--- src/rtl/core/tdq_pkg.sv ---
// Shared types and constants for the TPDF dither PCM sample quantiser.
package tdq_pkg;

    localparam int FRAC_BITS = 40;
    localparam int MAG_W     = FRAC_BITS + 1;
    localparam int ACC_W     = 64;
    localparam int DITH_W    = 25;
    localparam int LCG_W     = 32;

    localparam logic [LCG_W-1:0] LCG_MUL = 32'd1664525;
    localparam logic [LCG_W-1:0] LCG_ADD = 32'd1013904223;

    localparam logic [1:0] FMT_PCM16 = 2'd0;
    localparam logic [1:0] FMT_PCM24 = 2'd1;
    localparam logic [1:0] FMT_FLOAT = 2'd2;

    localparam logic [2:0] COUNT_PCM16 = 3'd2;
    localparam logic [2:0] COUNT_PCM24 = 3'd3;
    localparam logic [2:0] COUNT_FLOAT = 3'd4;

    typedef enum logic [2:0] {
        ALU_PASS,
        ALU_SCALE16,
        ALU_SCALE24,
        ALU_NEG,
        ALU_DITH,
        ALU_RND
    } alu_op_t;

    typedef enum logic [2:0] {
        ST_IDLE,
        ST_SCALE,
        ST_NEGX,
        ST_DITH,
        ST_ABS,
        ST_RND,
        ST_DONE
    } state_t;

endpackage

--- src/rtl/core/tdq_fix.sv ---
// Float to fixed-point magnitude conversion with clamping to one.
module tdq_fix (
    input  logic [31:0]                 sample_bits,
    output logic [tdq_pkg::MAG_W-1:0]   mag,
    output logic                        neg
);

    localparam logic [7:0] EXP_SPECIAL = 8'hFF;
    localparam logic [7:0] EXP_ONE     = 8'd127;
    localparam logic [7:0] EXP_UNIT    = 8'd110;
    localparam logic [7:0] SIG_BITS    = 8'd24;

    logic [7:0]  exp_raw;
    logic [7:0]  exp_eff;
    logic [22:0] man;
    logic [23:0] sig;
    logic [7:0]  rsh;
    logic [7:0]  lsh;

    assign exp_raw = sample_bits[30:23];
    assign man     = sample_bits[22:0];
    assign exp_eff = (exp_raw == 8'd0) ? 8'd1 : exp_raw;
    assign sig     = (exp_raw == 8'd0) ? {1'b0, man} : {1'b1, man};
    assign rsh     = EXP_UNIT - exp_eff;
    assign lsh     = exp_eff - EXP_UNIT;

    always_comb begin
        neg = sample_bits[31];
        mag = '0;
        if (exp_raw == EXP_SPECIAL) begin
            if (man != 23'd0) begin
                // Not a number counts as silence.
                neg = 1'b0;
            end else begin
                mag = tdq_pkg::MAG_W'(1) << tdq_pkg::FRAC_BITS;
            end
        end else if (exp_raw >= EXP_ONE) begin
            mag = tdq_pkg::MAG_W'(1) << tdq_pkg::FRAC_BITS;
        end else if (exp_eff >= EXP_UNIT) begin
            mag = tdq_pkg::MAG_W'(sig) << lsh[4:0];
        end else if (rsh < SIG_BITS) begin
            mag = tdq_pkg::MAG_W'(sig >> rsh[4:0]);
        end
    end

endmodule

--- src/rtl/core/tdq_lcg.sv ---
// Linear congruential generator that supplies the dither random words.
module tdq_lcg (
    input  logic                        aclk,
    input  logic                        aresetn,
    input  logic                        step,
    output logic [tdq_pkg::LCG_W-1:0]   lcg_state
);

    logic [tdq_pkg::LCG_W-1:0] state_reg;
    logic [tdq_pkg::LCG_W-1:0] state_next;

    assign state_next = state_reg * tdq_pkg::LCG_MUL + tdq_pkg::LCG_ADD;
    assign lcg_state  = state_reg;

    always_ff @(posedge aclk) begin
        if (!aresetn) begin
            state_reg <= '0;
        end else if (step) begin
            state_reg <= state_next;
        end
    end

endmodule

--- src/rtl/core/tdq_alu.sv ---
// Shared 64-bit adder with operand selection for every arithmetic step.
module tdq_alu (
    input  tdq_pkg::alu_op_t             op,
    input  logic [tdq_pkg::ACC_W-1:0]    acc,
    input  logic [tdq_pkg::MAG_W-1:0]    mag,
    input  logic [tdq_pkg::DITH_W-1:0]   dith,
    output logic [tdq_pkg::ACC_W-1:0]    sum
);

    logic [tdq_pkg::ACC_W-1:0] opa;
    logic [tdq_pkg::ACC_W-1:0] opb;
    logic                      cin;
    logic [tdq_pkg::ACC_W-1:0] mag_ext;
    logic [tdq_pkg::ACC_W-1:0] dith_ext;

    assign mag_ext  = tdq_pkg::ACC_W'(mag);
    assign dith_ext = {{(tdq_pkg::ACC_W - tdq_pkg::DITH_W){dith[tdq_pkg::DITH_W-1]}}, dith};

    always_comb begin
        opa = acc;
        opb = '0;
        cin = 1'b0;
        unique case (op)
            tdq_pkg::ALU_PASS: begin
                opa = acc;
            end
            tdq_pkg::ALU_SCALE16: begin
                // x * 32767 as x * 2^15 - x.
                opa = mag_ext << 15;
                opb = ~mag_ext;
                cin = 1'b1;
            end
            tdq_pkg::ALU_SCALE24: begin
                // x * 8388607 as x * 2^23 - x.
                opa = mag_ext << 23;
                opb = ~mag_ext;
                cin = 1'b1;
            end
            tdq_pkg::ALU_NEG: begin
                opa = '0;
                opb = ~acc;
                cin = 1'b1;
            end
            tdq_pkg::ALU_DITH: begin
                opb = dith_ext << 16;
            end
            tdq_pkg::ALU_RND: begin
                opb = tdq_pkg::ACC_W'(1) << (tdq_pkg::FRAC_BITS - 1);
            end
            default: begin
                opa = acc;
            end
        endcase
    end

    assign sum = opa + opb + tdq_pkg::ACC_W'(cin);

endmodule

--- src/rtl/core/pcm_sample_quantizer_tpdf_dither_unit.sv ---
// Top level of the PCM sample quantiser with TPDF dither.
//
//   Channel   Direction  Handshake                 Word contents
//   s_        in         s_valid / s_ready         s_sample_bits (IEEE single)
//   m_        out        m_valid / m_ready         m_packed_bytes, m_byte_count
//   cfg_      in         cfg_we (no wait)          cfg_wdata = sample format
//
// A word is taken only in the idle state; the sequencer then drives one shared
// 64-bit adder through its steps. The 16-bit mode goes through scale, sign,
// dither, absolute value, round and result, the 24-bit mode through scale,
// round and result and the float mode through the result step alone. A new
// word is taken only after the last has left the result step. Reset is synchronous
// and clears the sequencer, the format register, the generator and m_valid.
// A result waits in the output register while the next word is worked on; the
// sequencer only stalls in its result step when that register is full and m_ready low.
module pcm_sample_quantizer_tpdf_dither_unit (
    input  logic        aclk,
    input  logic        aresetn,
    input  logic        cfg_we,
    input  logic [1:0]  cfg_wdata,
    input  logic        s_valid,
    output logic        s_ready,
    input  logic [31:0] s_sample_bits,
    output logic        m_valid,
    input  logic        m_ready,
    output logic [31:0] m_packed_bytes,
    output logic [2:0]  m_byte_count
);

    tdq_pkg::state_t  state_reg;
    tdq_pkg::state_t  state_next;
    tdq_pkg::alu_op_t alu_op;

    logic [1:0]                    sample_format_reg;
    logic [1:0]                    fmt_reg;
    logic [31:0]                   bits_reg;
    logic [tdq_pkg::MAG_W-1:0]     mag_reg;
    logic                          neg_reg;
    logic                          sgn_reg;
    logic [tdq_pkg::ACC_W-1:0]     acc_reg;
    logic [23:0]                   a1_reg;
    logic [tdq_pkg::DITH_W-1:0]    dith_reg;
    logic                          m_valid_reg;
    logic [31:0]                   packed_reg;
    logic [2:0]                    count_reg;

    logic [tdq_pkg::MAG_W-1:0]     fix_mag;
    logic                          fix_neg;
    logic [tdq_pkg::LCG_W-1:0]     lcg_state;
    logic [tdq_pkg::ACC_W-1:0]     alu_sum;

    logic        accept;
    logic        lcg_step;
    logic        acc_load;
    logic        res_load;
    logic [31:0] res_packed;
    logic [2:0]  res_count;
    logic [16:0] r16;
    logic [15:0] v16;
    logic [23:0] r24;
    logic [7:0]  exp_f;

    tdq_fix u_fix (
        .sample_bits (s_sample_bits),
        .mag         (fix_mag),
        .neg         (fix_neg)
    );

    tdq_lcg u_lcg (
        .aclk      (aclk),
        .aresetn   (aresetn),
        .step      (lcg_step),
        .lcg_state (lcg_state)
    );

    tdq_alu u_alu (
        .op   (alu_op),
        .acc  (acc_reg),
        .mag  (mag_reg),
        .dith (dith_reg),
        .sum  (alu_sum)
    );

    assign s_ready = (state_reg == tdq_pkg::ST_IDLE);
    assign accept  = s_valid && s_ready;

    // Sequencer state register.
    always_ff @(posedge aclk) begin
        if (!aresetn) begin
            state_reg <= tdq_pkg::ST_IDLE;
        end else begin
            state_reg <= state_next;
        end
    end

    // Next state and the control of the shared adder and the generator.
    always_comb begin
        state_next = state_reg;
        alu_op     = tdq_pkg::ALU_PASS;
        lcg_step   = 1'b0;
        acc_load   = 1'b0;
        res_load   = 1'b0;
        unique case (state_reg)
            tdq_pkg::ST_IDLE: begin
                if (accept) begin
                    // The first random word is drawn as the sample arrives.
                    lcg_step = (sample_format_reg == tdq_pkg::FMT_PCM16);
                    if (sample_format_reg == tdq_pkg::FMT_PCM16 ||
                        sample_format_reg == tdq_pkg::FMT_PCM24) begin
                        state_next = tdq_pkg::ST_SCALE;
                    end else begin
                        state_next = tdq_pkg::ST_DONE;
                    end
                end
            end
            tdq_pkg::ST_SCALE: begin
                acc_load = 1'b1;
                if (fmt_reg == tdq_pkg::FMT_PCM16) begin
                    alu_op     = tdq_pkg::ALU_SCALE16;
                    lcg_step   = 1'b1;
                    state_next = tdq_pkg::ST_NEGX;
                end else begin
                    alu_op     = tdq_pkg::ALU_SCALE24;
                    state_next = tdq_pkg::ST_RND;
                end
            end
            tdq_pkg::ST_NEGX: begin
                acc_load   = 1'b1;
                alu_op     = neg_reg ? tdq_pkg::ALU_NEG : tdq_pkg::ALU_PASS;
                state_next = tdq_pkg::ST_DITH;
            end
            tdq_pkg::ST_DITH: begin
                acc_load   = 1'b1;
                alu_op     = tdq_pkg::ALU_DITH;
                state_next = tdq_pkg::ST_ABS;
            end
            tdq_pkg::ST_ABS: begin
                acc_load   = 1'b1;
                alu_op     = acc_reg[tdq_pkg::ACC_W-1] ? tdq_pkg::ALU_NEG : tdq_pkg::ALU_PASS;
                state_next = tdq_pkg::ST_RND;
            end
            tdq_pkg::ST_RND: begin
                acc_load   = 1'b1;
                alu_op     = tdq_pkg::ALU_RND;
                state_next = tdq_pkg::ST_DONE;
            end
            tdq_pkg::ST_DONE: begin
                if (!m_valid_reg || m_ready) begin
                    res_load   = 1'b1;
                    state_next = tdq_pkg::ST_IDLE;
                end
            end
            default: begin
                state_next = tdq_pkg::ST_IDLE;
            end
        endcase
    end

    // Result formatting from the accumulator, or from the raw bits in float mode.
    assign r16   = acc_reg[tdq_pkg::FRAC_BITS+16:tdq_pkg::FRAC_BITS];
    assign r24   = acc_reg[tdq_pkg::FRAC_BITS+23:tdq_pkg::FRAC_BITS];
    assign exp_f = bits_reg[30:23];

    always_comb begin
        if (sgn_reg) begin
            // Anything at or beyond full scale saturates to the most negative code.
            v16 = r16[16] || r16[15] ? 16'h8000 : 16'(~r16[15:0]) + 16'd1;
        end else begin
            v16 = r16[16] || r16[15] ? 16'h7FFF : r16[15:0];
        end
    end

    always_comb begin
        case (fmt_reg)
            tdq_pkg::FMT_PCM16: begin
                res_packed = {16'd0, v16};
                res_count  = tdq_pkg::COUNT_PCM16;
            end
            tdq_pkg::FMT_PCM24: begin
                res_packed = {8'd0, neg_reg ? (~r24 + 24'd1) : r24};
                res_count  = tdq_pkg::COUNT_PCM24;
            end
            default: begin
                // Not-a-number patterns pass untouched; magnitudes of one or more clamp.
                if (exp_f == 8'hFF && bits_reg[22:0] != 23'd0) begin
                    res_packed = bits_reg;
                end else if (exp_f >= 8'd127) begin
                    res_packed = {bits_reg[31], 31'h3F80_0000};
                end else begin
                    res_packed = bits_reg;
                end
                res_count = tdq_pkg::COUNT_FLOAT;
            end
        endcase
    end

    // Configuration register and output valid flag.
    always_ff @(posedge aclk) begin
        if (!aresetn) begin
            sample_format_reg <= tdq_pkg::FMT_PCM16;
            m_valid_reg       <= 1'b0;
        end else begin
            if (cfg_we) begin
                sample_format_reg <= cfg_wdata;
            end
            if (res_load) begin
                m_valid_reg <= 1'b1;
            end else if (m_ready) begin
                m_valid_reg <= 1'b0;
            end
        end
    end

    // Datapath registers; none of them needs a reset.
    always_ff @(posedge aclk) begin
        if (accept) begin
            fmt_reg  <= sample_format_reg;
            bits_reg <= s_sample_bits;
            mag_reg  <= fix_mag;
            neg_reg  <= fix_neg;
        end
        if (state_reg == tdq_pkg::ST_SCALE) begin
            // The generator now holds the first word of this sample.
            a1_reg <= lcg_state[31:8];
        end
        if (state_reg == tdq_pkg::ST_NEGX) begin
            dith_reg <= {1'b0, a1_reg} - {1'b0, lcg_state[31:8]};
        end
        if (state_reg == tdq_pkg::ST_ABS) begin
            sgn_reg <= acc_reg[tdq_pkg::ACC_W-1];
        end
        if (acc_load) begin
            acc_reg <= alu_sum;
        end
        if (res_load) begin
            packed_reg <= res_packed;
            count_reg  <= res_count;
        end
    end

    assign m_valid        = m_valid_reg;
    assign m_packed_bytes = packed_reg;
    assign m_byte_count   = count_reg;

endmodule

--- config.mk ---
export PLATFORM = sky130hd
export DESIGN_NAME = pcm_sample_quantizer_tpdf_dither_unit
export DESIGN_NICKNAME = d
export VERILOG_FILES = /design/src/rtl/core/tdq_pkg.sv /design/src/rtl/core/tdq_fix.sv /design/src/rtl/core/tdq_lcg.sv /design/src/rtl/core/tdq_alu.sv /design/src/rtl/core/pcm_sample_quantizer_tpdf_dither_unit.sv
export SDC_FILE = /design/constraint.sdc
export NUM_CORES = 1
export LEC_CHECK = 0
export ABC_CLOCK_PERIOD_IN_PS = 5800
export BUFFER_PORTS_ARGS = -buffer_cell sky130_fd_sc_hd__buf_2
export CAP_MARGIN = 10
export CORE_ASPECT_RATIO = 0.75
export CORE_UTILIZATION = 40
export CTS_CLUSTER_DIAMETER = 30
export DETAILED_ROUTE_END_ITERATION = 12
export HOLD_SLACK_MARGIN = 0.03
export PLACE_DENSITY_LB_ADDON = 0.3
export SLEW_MARGIN = 10
export SYNTH_ARGS = -nofsm -noshare
export SYNTH_HDL_FRONTEND = slang
export SYNTH_SLANG_ARGS = --single-unit
--- constraint.sdc ---
create_clock -name aclk -period 5.8 [get_ports aclk]
set_input_delay 0.58 -clock aclk [delete_from_list [all_inputs] [get_ports aclk]]
set_output_delay 0.58 -clock aclk [all_outputs]
set_load 0.005 [all_outputs]
### Yosys cells after proc, flatten, opt, wreduce, memory -nomap -nowiden

Index checks and enable logic that the tools add are counted.

| storage, ports and cells | value |
|---|---|
| flip-flop bits (word level) | 263 |
| bits of input ports | 39 |

| cells by class | value |
|---|---|
| reductions and logical operators | 17 |
| multipliers | 1 |
| add/sub/neg operators | 8 |
| $lt $le $gt $ge | 4 |
| shifts and indexed selects | 2 |
| mux-type cells | 37 |
| equality and inequality tests | 17 |
| bitwise logic cells | 4 |

Operator list:

| operator | number |
|---|---|
| 64-bit case mux with 4 select lines | 1 |
| 41-bit two-way mux | 5 |
| 64-bit case mux with 3 select lines | 1 |
| 64-bit by 1-bit adder with 64-bit output | 1 |
| 64-bit adder | 1 |
| 41-bit NOT with 64-bit output | 1 |
| 64-bit NOT | 1 |
| 32-bit case mux with 2 select lines | 1 |
| 31-bit two-way mux | 2 |
| 16-bit two-way mux | 3 |
| 24-bit two-way mux | 2 |
| 23-bit nonzero test | 2 |
| 24-bit by 5-bit << shifter with 41-bit output | 1 |
| 24-bit by 5-bit right shift with 41-bit output | 1 |
| 32-bit by 30-bit adder with 32-bit output (second input constant) | 1 |
| 32-bit by 21-bit multiplier with 32-bit output (second input constant) | 1 |
| 24-bit by 24-bit subtractor with 25-bit output | 1 |
| 24-bit by 1-bit adder with 24-bit output (second input constant) | 1 |
| 8-bit by 7-bit greater-or-equal comparator with 1-bit output (second input constant) | 3 |
| 24-bit NOT | 1 |
| 3-bit case mux with 7 select lines | 1 |
| 16-bit by 1-bit adder with 16-bit output (second input constant) | 1 |
| 8-bit == test (second input constant) | 2 |
| 16-bit NOT | 1 |
| 27 further kinds | 54 |

### Logic depth before layout (Yosys ltp)

Gate-level depths: netlist of run 1.

| depth | value |
|---|---|
| depth in word-level cells | 8 |
| gate-level depth with buffers | 24 |

### Cells and area by module

Synthesis of run 1 repeated with hierarchy kept, for this count alone.

| second synthesis, totals | value |
|---|---|
| cell total of the unflattened synthesis | 3153 |
| area, all modules | 28353.4 um^2 |

Modules (own cells, without submodules):

| module | cells each | seq. area each (um^2) | instances | area an instance (um^2) |
|---|---|---|---|---|
| pcm_sample_quantizer_tpdf_dither_unit | 696 | 6876.6 | 1 | 9734.3 |
| tdq_lcg | 848 | 640.6 | 1 | 8066.5 |
| tdq_alu | 960 | 0.0 | 1 | 6129.6 |
| tdq_fix | 649 | 0.0 | 1 | 4423.0 |

### Least setup slack after synthesis of run 1

Ideal clock, no wire load.

| timing | value |
|---|---|
| path type | register to register |
| from | reg u_lcg.state_reg, in the netlist u_lcg.lcg_state[1] |
| to | reg u_lcg.state_reg, in the netlist u_lcg.lcg_state[30] |
| data arrival time | 6.221 ns |
| slack | -0.561 ns |
| required time | 5.660 ns |
| cell stages (with the launch flop) | 24 |
| buffers on the path | 0 |
| clock period less this slack | 6.361 ns |
| cells stage by stage | dfxtp_1 inv_1 ha_1 xor2_1 xnor2_1 fa_1 inv_1 fa_1 fa_1 inv_1 fa_1 inv_1 fa_1 inv_1 ha_1 a21oi_1 o21bai_1 a2111oi_0 o21ai_0 o21a_1 a41o_1 o41ai_1 or4_1 o311ai_0 |

| on the way | value |
|---|---|
| longest elaborated chain between the ends | 2 |

Ends and longest elaborated chain:

| item | RTL line | RTL |
|---|---|---|
| from (decl) | tdq_lcg.sv:9 | `logic [tdq_pkg::LCG_W-1:0] state_reg;` |
| from (signal assigned) | tdq_lcg.sv:19 | `state_reg <= state_next;` |
| 32-bit by 21-bit multiplier with 32-bit output | tdq_lcg.sv:12 | `assign state_next = state_reg * tdq_pkg::LCG_MUL + tdq_pkg::LCG_ADD;` |
| 32-bit by 30-bit adder with 32-bit output | tdq_lcg.sv:12 |  |

Every way passes these cells.
A chain may end at the register's enable or synchronous reset.

### Final worst setup path of run 1

| timing | value |
|---|---|
| from | reg u_lcg.state_reg, in the netlist u_lcg.lcg_state[3] |
| to | reg u_lcg.state_reg, in the netlist u_lcg.lcg_state[31] |

The elaborated chain is that of the path after synthesis.

==> impl_metrics.ini, run 1 <==
[critical_path]
slowest_stage = fa_1
r2r_end = u_lcg.lcg_state[31]
arrival_ns = 6.45
crit_chain = inv_4 -> ha_4 -> inv_2 -> fa_1 -> fa_2 -> fa_1 -> inv_1 -> fa_1 -> inv_1 -> fa_1 -> inv_1 -> fa_1 -> inv_2 -> ha_4 -> a21o_1 -> a21o_1 -> a21oi_2 -> nand2_1 -> or4_4 -> and4_4 -> nor3_4 -> or4_1 -> o311ai_1
path_class = flip-flop to flip-flop
worst-r2r-setup-slack_ns = -0.18
slowest_delay_ns = 0.55
worstPathRequired_ns = 6.27
worst-r2r-cell-count = 23
cp-end-kind = flip-flop
endpoint = u_lcg.lcg_state[31]
start_kind = flip-flop
cp_common_cell = fa_1
crit_fanout = 4
regToRegStartpoint = u_lcg.lcg_state[3]
cp-startpoint = u_lcg.lcg_state[3]

[flow_run]
drv_cap = 0

[synth]
syn_inst = 2760
synth_cell_types = 81
async_flop_share_pct = 0
synth_edf_count = 225
syn-num-nets = 3186
ys.flop_type = edfxtp_1
synth.avg_cell_area_sq_um = 9.19
ys_seq_area_share_pct = 29.6
yosysWarnings = 0
syn_area_sq_um = 25400
ys_seq_elements = 263

[sta]
final_hold_viol_count = 0
slew_headroom_pct = 21.8
fin_skew_ns = 0.0327
timing.final.crit_period_ns = 5.98
max_freq_mhz = 167
setup_violations = 4
rsz0062_at_grt = yes
final_max_slew_viol_count = 0
layout_setup_ws_ns = -0.177
whs_ns = 0.220
tightest_slew_ns = 1.16
fin_crit_sh_pct = 103

[route]
firstDrtPassIters = 9
wl_um = 83200
first_iter_violations = 2413
vias = 22400
antenna_left = 0
drc = 0
via_per_inst = 5.74
wl_per_cell_um = 21.3

[final_layout]
largest_register_ff_count = 64
finalNetCount = 3422
drive_above_1_share_pct = 17.1
diodes = 0
layout-area-overhead-vs-synth_pct = 21.7

[global_route]
grt_pass1_wl_um = 129000
grt_util_all_layers_pct = 26.0
grt_pass1_vias = 21600
grt.overflow.total = 0
grt_max_degree = 79
antenna_found_initial = 0

[floorplan]
start_util_pct = 40.7
die_area_sq_um = 64400
die_x_um = 293
core_sq_um = 62400
num_rows = 79
die_y_um = 220
pin_count = 76

[clock_tree]
htree_levels = 3
holdBufCountCts = 0
cts_root_buf = clkbuf_16
clock_sinks = 263
insertion_delay_ns = 0.61
clk_pin_slew_worst_paths_ns = 0.05
cts_tree = done
clk_path_buf_depth = 3
numCtsBuffers = 71

[outcome]
status = finished with violations
violations = setup timing

[worst_hold_path]
hp-class = primary input to flip-flop

[placement]
portBuffers = 75
hpwl_um = 64600
routabilityCongestion = 0.970
per-stage QoR:
step / TNS, ns / utilization (%) / worst slack [ns] / area, sq um / instances
finish: -0.571 / 49.5 / -0.177 / 30900 / 3903
floorplan: 0 / - / 0.000233 / 25600 / 2760
detailed placement: -1.57 / 45.2 / -0.372 / 28200 / 3765
global placement: -1.11 / 45.2 / -0.275 / 28200 / 3765
CTS: -0.592 / 49.3 / -0.163 / 30700 / 3901
global route: -2.02 / 49.5 / -0.351 / 30900 / 3903
cell families after synthesis:
kind of cell	after synthesis	share of synthesized area [%]
compound gates	729	18.5
xor+xnor	142	4.90
fa+ha+maj	387	23.3
buf+inv	440	6.56
flops	263	29.6
mux	114	4.78
simple gates	685	12.3
worst min path at each step:
stage | slack, ns | cells after the start | from | to
2_1_floorplan | 0.43 | 0 | sample_format_reg[0] | fmt_reg[0]
3_3_place_gp | 0.46 | 0 | sample_format_reg[0] | fmt_reg[0]
3_5_place_dp | 0.48 | 0 | sample_format_reg[0] | fmt_reg[0]
4_1_cts | 0.20 | 3 | cfg_wdata[0] | sample_format_reg[0]
5_1_grt | 0.22 | 3 | cfg_wdata[1] | sample_format_reg[1]
6_report | 0.22 | 3 | cfg_wdata[1] | sample_format_reg[1]
cells in the final DEF, fill, tap and decap left out, drive strengths merged, types with 18 or more instances in the layout:
cell type,n
o21a,19
xor2,55
inv,311
o21ai,176
xnor2,87
ha,245
a21oi,184
mux2i,102
a211oi,26
a22oi,34
o31ai,19
dfxtp,38
a21o,62
nor3,36
edfxtp,225
clkbuf,82
o211ai,18
o221ai,29
nand3,34
nor2b,23
and3,25
nor2,191
nand4,21
nand2b,19
buf,293
fa,142
o22ai,30
clkinv,30
a31oi,25
nand2,263
synth_stat cells (21+ instances only):
cell type	instances	area share [%]
a211oi_1	26	0.77
a21o_1	62	1.8
a21oi_1	184	3.6
a22oi_1	34	1.0
a31oi_1	25	0.62
and3_1	25	0.62
clkbuf_1	118	1.7
dfxtp_1	38	3.0
edfxtp_1	225	27
fa_1	142	11
ha_1	245	12
inv_1	307	4.5
mux2i_1	102	4.0
nand2_1	263	3.9
nand3_1	34	0.67
nand4_1	21	0.52
nor2_1	191	2.8
nor2b_1	23	0.57
nor3_1	36	0.71
o21ai_0	175	3.5
o221ai_1	29	1.0
o22ai_1	30	0.74
xnor2_1	87	3.0
xor2_1	55	1.9
layer usage:
metal	share of wire (%)	GRT usage (%)	vias to the layer above
met5	0	0	-
met4	1.8	6.53	0
met3	9.4	6.36	115
met2	41	36.2	982
met1	48	39.5	11000
li1	-	-	10400
critical path: cells and delay by family, from the launching register on:
family                     cells  cell delay, ns
AOI/OAI and AO/OA              4            0.64
adders and majority gates      8            3.48
DFF                            1            0.38
and+or+nand+nor                5            1.05
buffers and inverters          6            0.31
final cells by class:
type                    count  area, sq um
repair buffers            293         2040
inverters                 310         1170
clock buffers              82         1860
fillers                  5712        31500
well taps                 850         1060
clock inverters            48          556
flip-flops and latches    263         7540
multi-input cells        2057        16600
timing repair:
item                                    4_1_cts  5_1_grt
endpoints found under the setup margin       10       22
buffers inserted                              6        3
resized for setup                            22       31
pin swaps                                    21       22
Power of run 1 is not shown: default switching activity piles up to over one toggle a cycle in this logic, so the estimate is an artifact.
==> inputs of run 2 (changes only) <==
CORE_UTILIZATION = 45   (was 40)
==> impl_metrics.ini, run 2 (synthesis results as in run 1) <==
[critical_path]
arrival_ns = 6.61
cp_common_cell = fa_2
cp-end-kind = flip-flop
crit_chain = clkinvlp_4 -> buf_12 -> ha_4 -> inv_2 -> fa_2 -> fa_2 -> inv_2 -> fa_2 -> inv_1 -> fa_2 -> fa_1 -> fa_1 -> ha_4 -> buf_4 -> and3_4 -> nand2_1 -> o22ai_1 -> o21a_1 -> a41o_1 -> o41ai_4 -> or4_1 -> o311ai_2
slowest_stage = fa_1
path_class = flip-flop to flip-flop
cp_top_family = adder cells
worstPathRequired_ns = 6.29
crit_buf_inv = 6
start_kind = flip-flop
crit_fanout = 5
slowest_delay_ns = 0.57

[sta]
slew_headroom_pct = 15.4
layout_setup_ws_ns = -0.323
final_max_slew_viol_count = 0
timing.final.crit_period_ns = 6.12
max_freq_mhz = 163
rsz0062_at_grt = yes
setup_violations = 8
fin_skew_ns = 0.0446
tightest_slew_ns = 1.27
final_hold_viol_count = 0
fin_crit_sh_pct = 106

[placement]
hpwl_um = 63900
routabilityCongestion = 0.986
placedInstanceArea_sq_um = 27400
dp_worst_setup_slack_ns = -0.374
portBuffers = 75

[worst_hold_path]
hp-class = primary input to flip-flop

[floorplan]
num_rows = 74
start_util_pct = 46.0
pin_count = 76
core_sq_um = 55100
die_x_um = 276
die_area_sq_um = 57300
die_y_um = 208

[clock_tree]
holdBufCountCts = 0
numCtsBuffers = 67
cts_tree = done
cts_root_buf = clkbuf_16
htree_levels = 3
clock_sinks = 263
clk_path_buf_depth = 3
insertion_delay_ns = 0.61
clk_pin_slew_worst_paths_ns = 0.04

[route]
firstDrtPassIters = 7
via_per_inst = 5.99
antenna_left = 0
drc = 0
vias = 22100
wl_um = 82400
wl_per_cell_um = 22.3
first_iter_violations = 2717

[final_layout]
final_util_pct = 54.5
layout_commonest_cell = inv_1
drive_above_1_share_pct = 15.3
layout-area-overhead-vs-synth_pct = 18.3
multi_input_area_sq_um = 16700
finalInstanceArea_sq_um = 30000
final-seq-area_sq_um = 7540
finalNetCount = 3346
largest_register_ff_count = 64
layout_common_cells = 293 x inv_1, 263 x nand2_1, 229 x ha_1
nFillCells = 4910

[global_route]
grt_util_all_layers_pct = 28.7
grt_max_degree = 79
grt_pass1_wl_um = 127000
antenna_found_initial = 3
grt.overflow.total = 0
grt_pass1_vias = 21400

[outcome]
violations = setup timing
status = finished with violations

[flow_run]
drv_cap = 0
[run 2: final timing paths]
kind	start	depth (start not counted)	end	slack, ns
hold / removal	cfg_wdata[1]	3	sample_format_reg[1]	0.23
hold reg to reg	u_lcg.lcg_state[30]	0	a1_reg[22]	0.51
setup reg to reg	u_lcg.lcg_state[1]	22	u_lcg.lcg_state[30]	-0.32
setup / recovery	u_lcg.lcg_state[1]	22	u_lcg.lcg_state[30]	-0.32
[run 2: metrics by stage]
step,std cells,hold WS [ns],setup TNS [ns]
after floorplan,2760,0.431,0
after global placement,3561,0.515,-1.05
after detailed placement,3561,0.521,-1.76
after CTS,3686,0.206,-0.804
after global routing,3697,0.222,-3.54
final,3698,0.229,-1.25
[run 2: cell type report]
cell class / count / share of cell area, %
diodes: 1 / 0.00834
clock buffers: 81 / 5.93
clock inverters: 43 / 1.25
inverters: 310 / 3.89
multi-input cells: 2057 / 55.7
flip-flops and latches: 263 / 25.1
well taps: 722 / 3.01
repair buffers: 221 / 5.06
[run 2: routing by layer]
layer | vias to the layer above | part of all wire, % | track usage [%]
met3 | 124 | 11 | 7.98
li1 | 10200 | - | -
met5 | - | 0.015 | 0
met4 | 2 | 1.7 | 6.63
met1 | 10800 | 47 | 43.8
met2 | 1030 | 40 | 39.4
[run 2: timing repair]
action,in CTS,in global routing
setup endpoints to repair,11,23
hold endpoints to repair,0,0
pin swaps,13,38
buffers inserted,1,11
gates resized for setup,19,54
[run 2: worst register-to-register path, cell delays in order, from the launching register on]
cell and delay, ns:
dfxtp_4 0.35, clkinvlp_4 0.14, buf_12 0.16, ha_4 0.26, inv_2 0.04, fa_2 0.47, fa_2 0.55, inv_2 0.04
fa_2 0.51, inv_1 0.05, fa_2 0.43, fa_1 0.57, fa_1 0.46, ha_4 0.29, buf_4 0.13, and3_4 0.20
nand2_1 0.08, o22ai_1 0.11, o21a_1 0.21, a41o_1 0.25, o41ai_4 0.08, or4_1 0.56, o311ai_2 0.11
Power of run 2 is left out for the same reason.
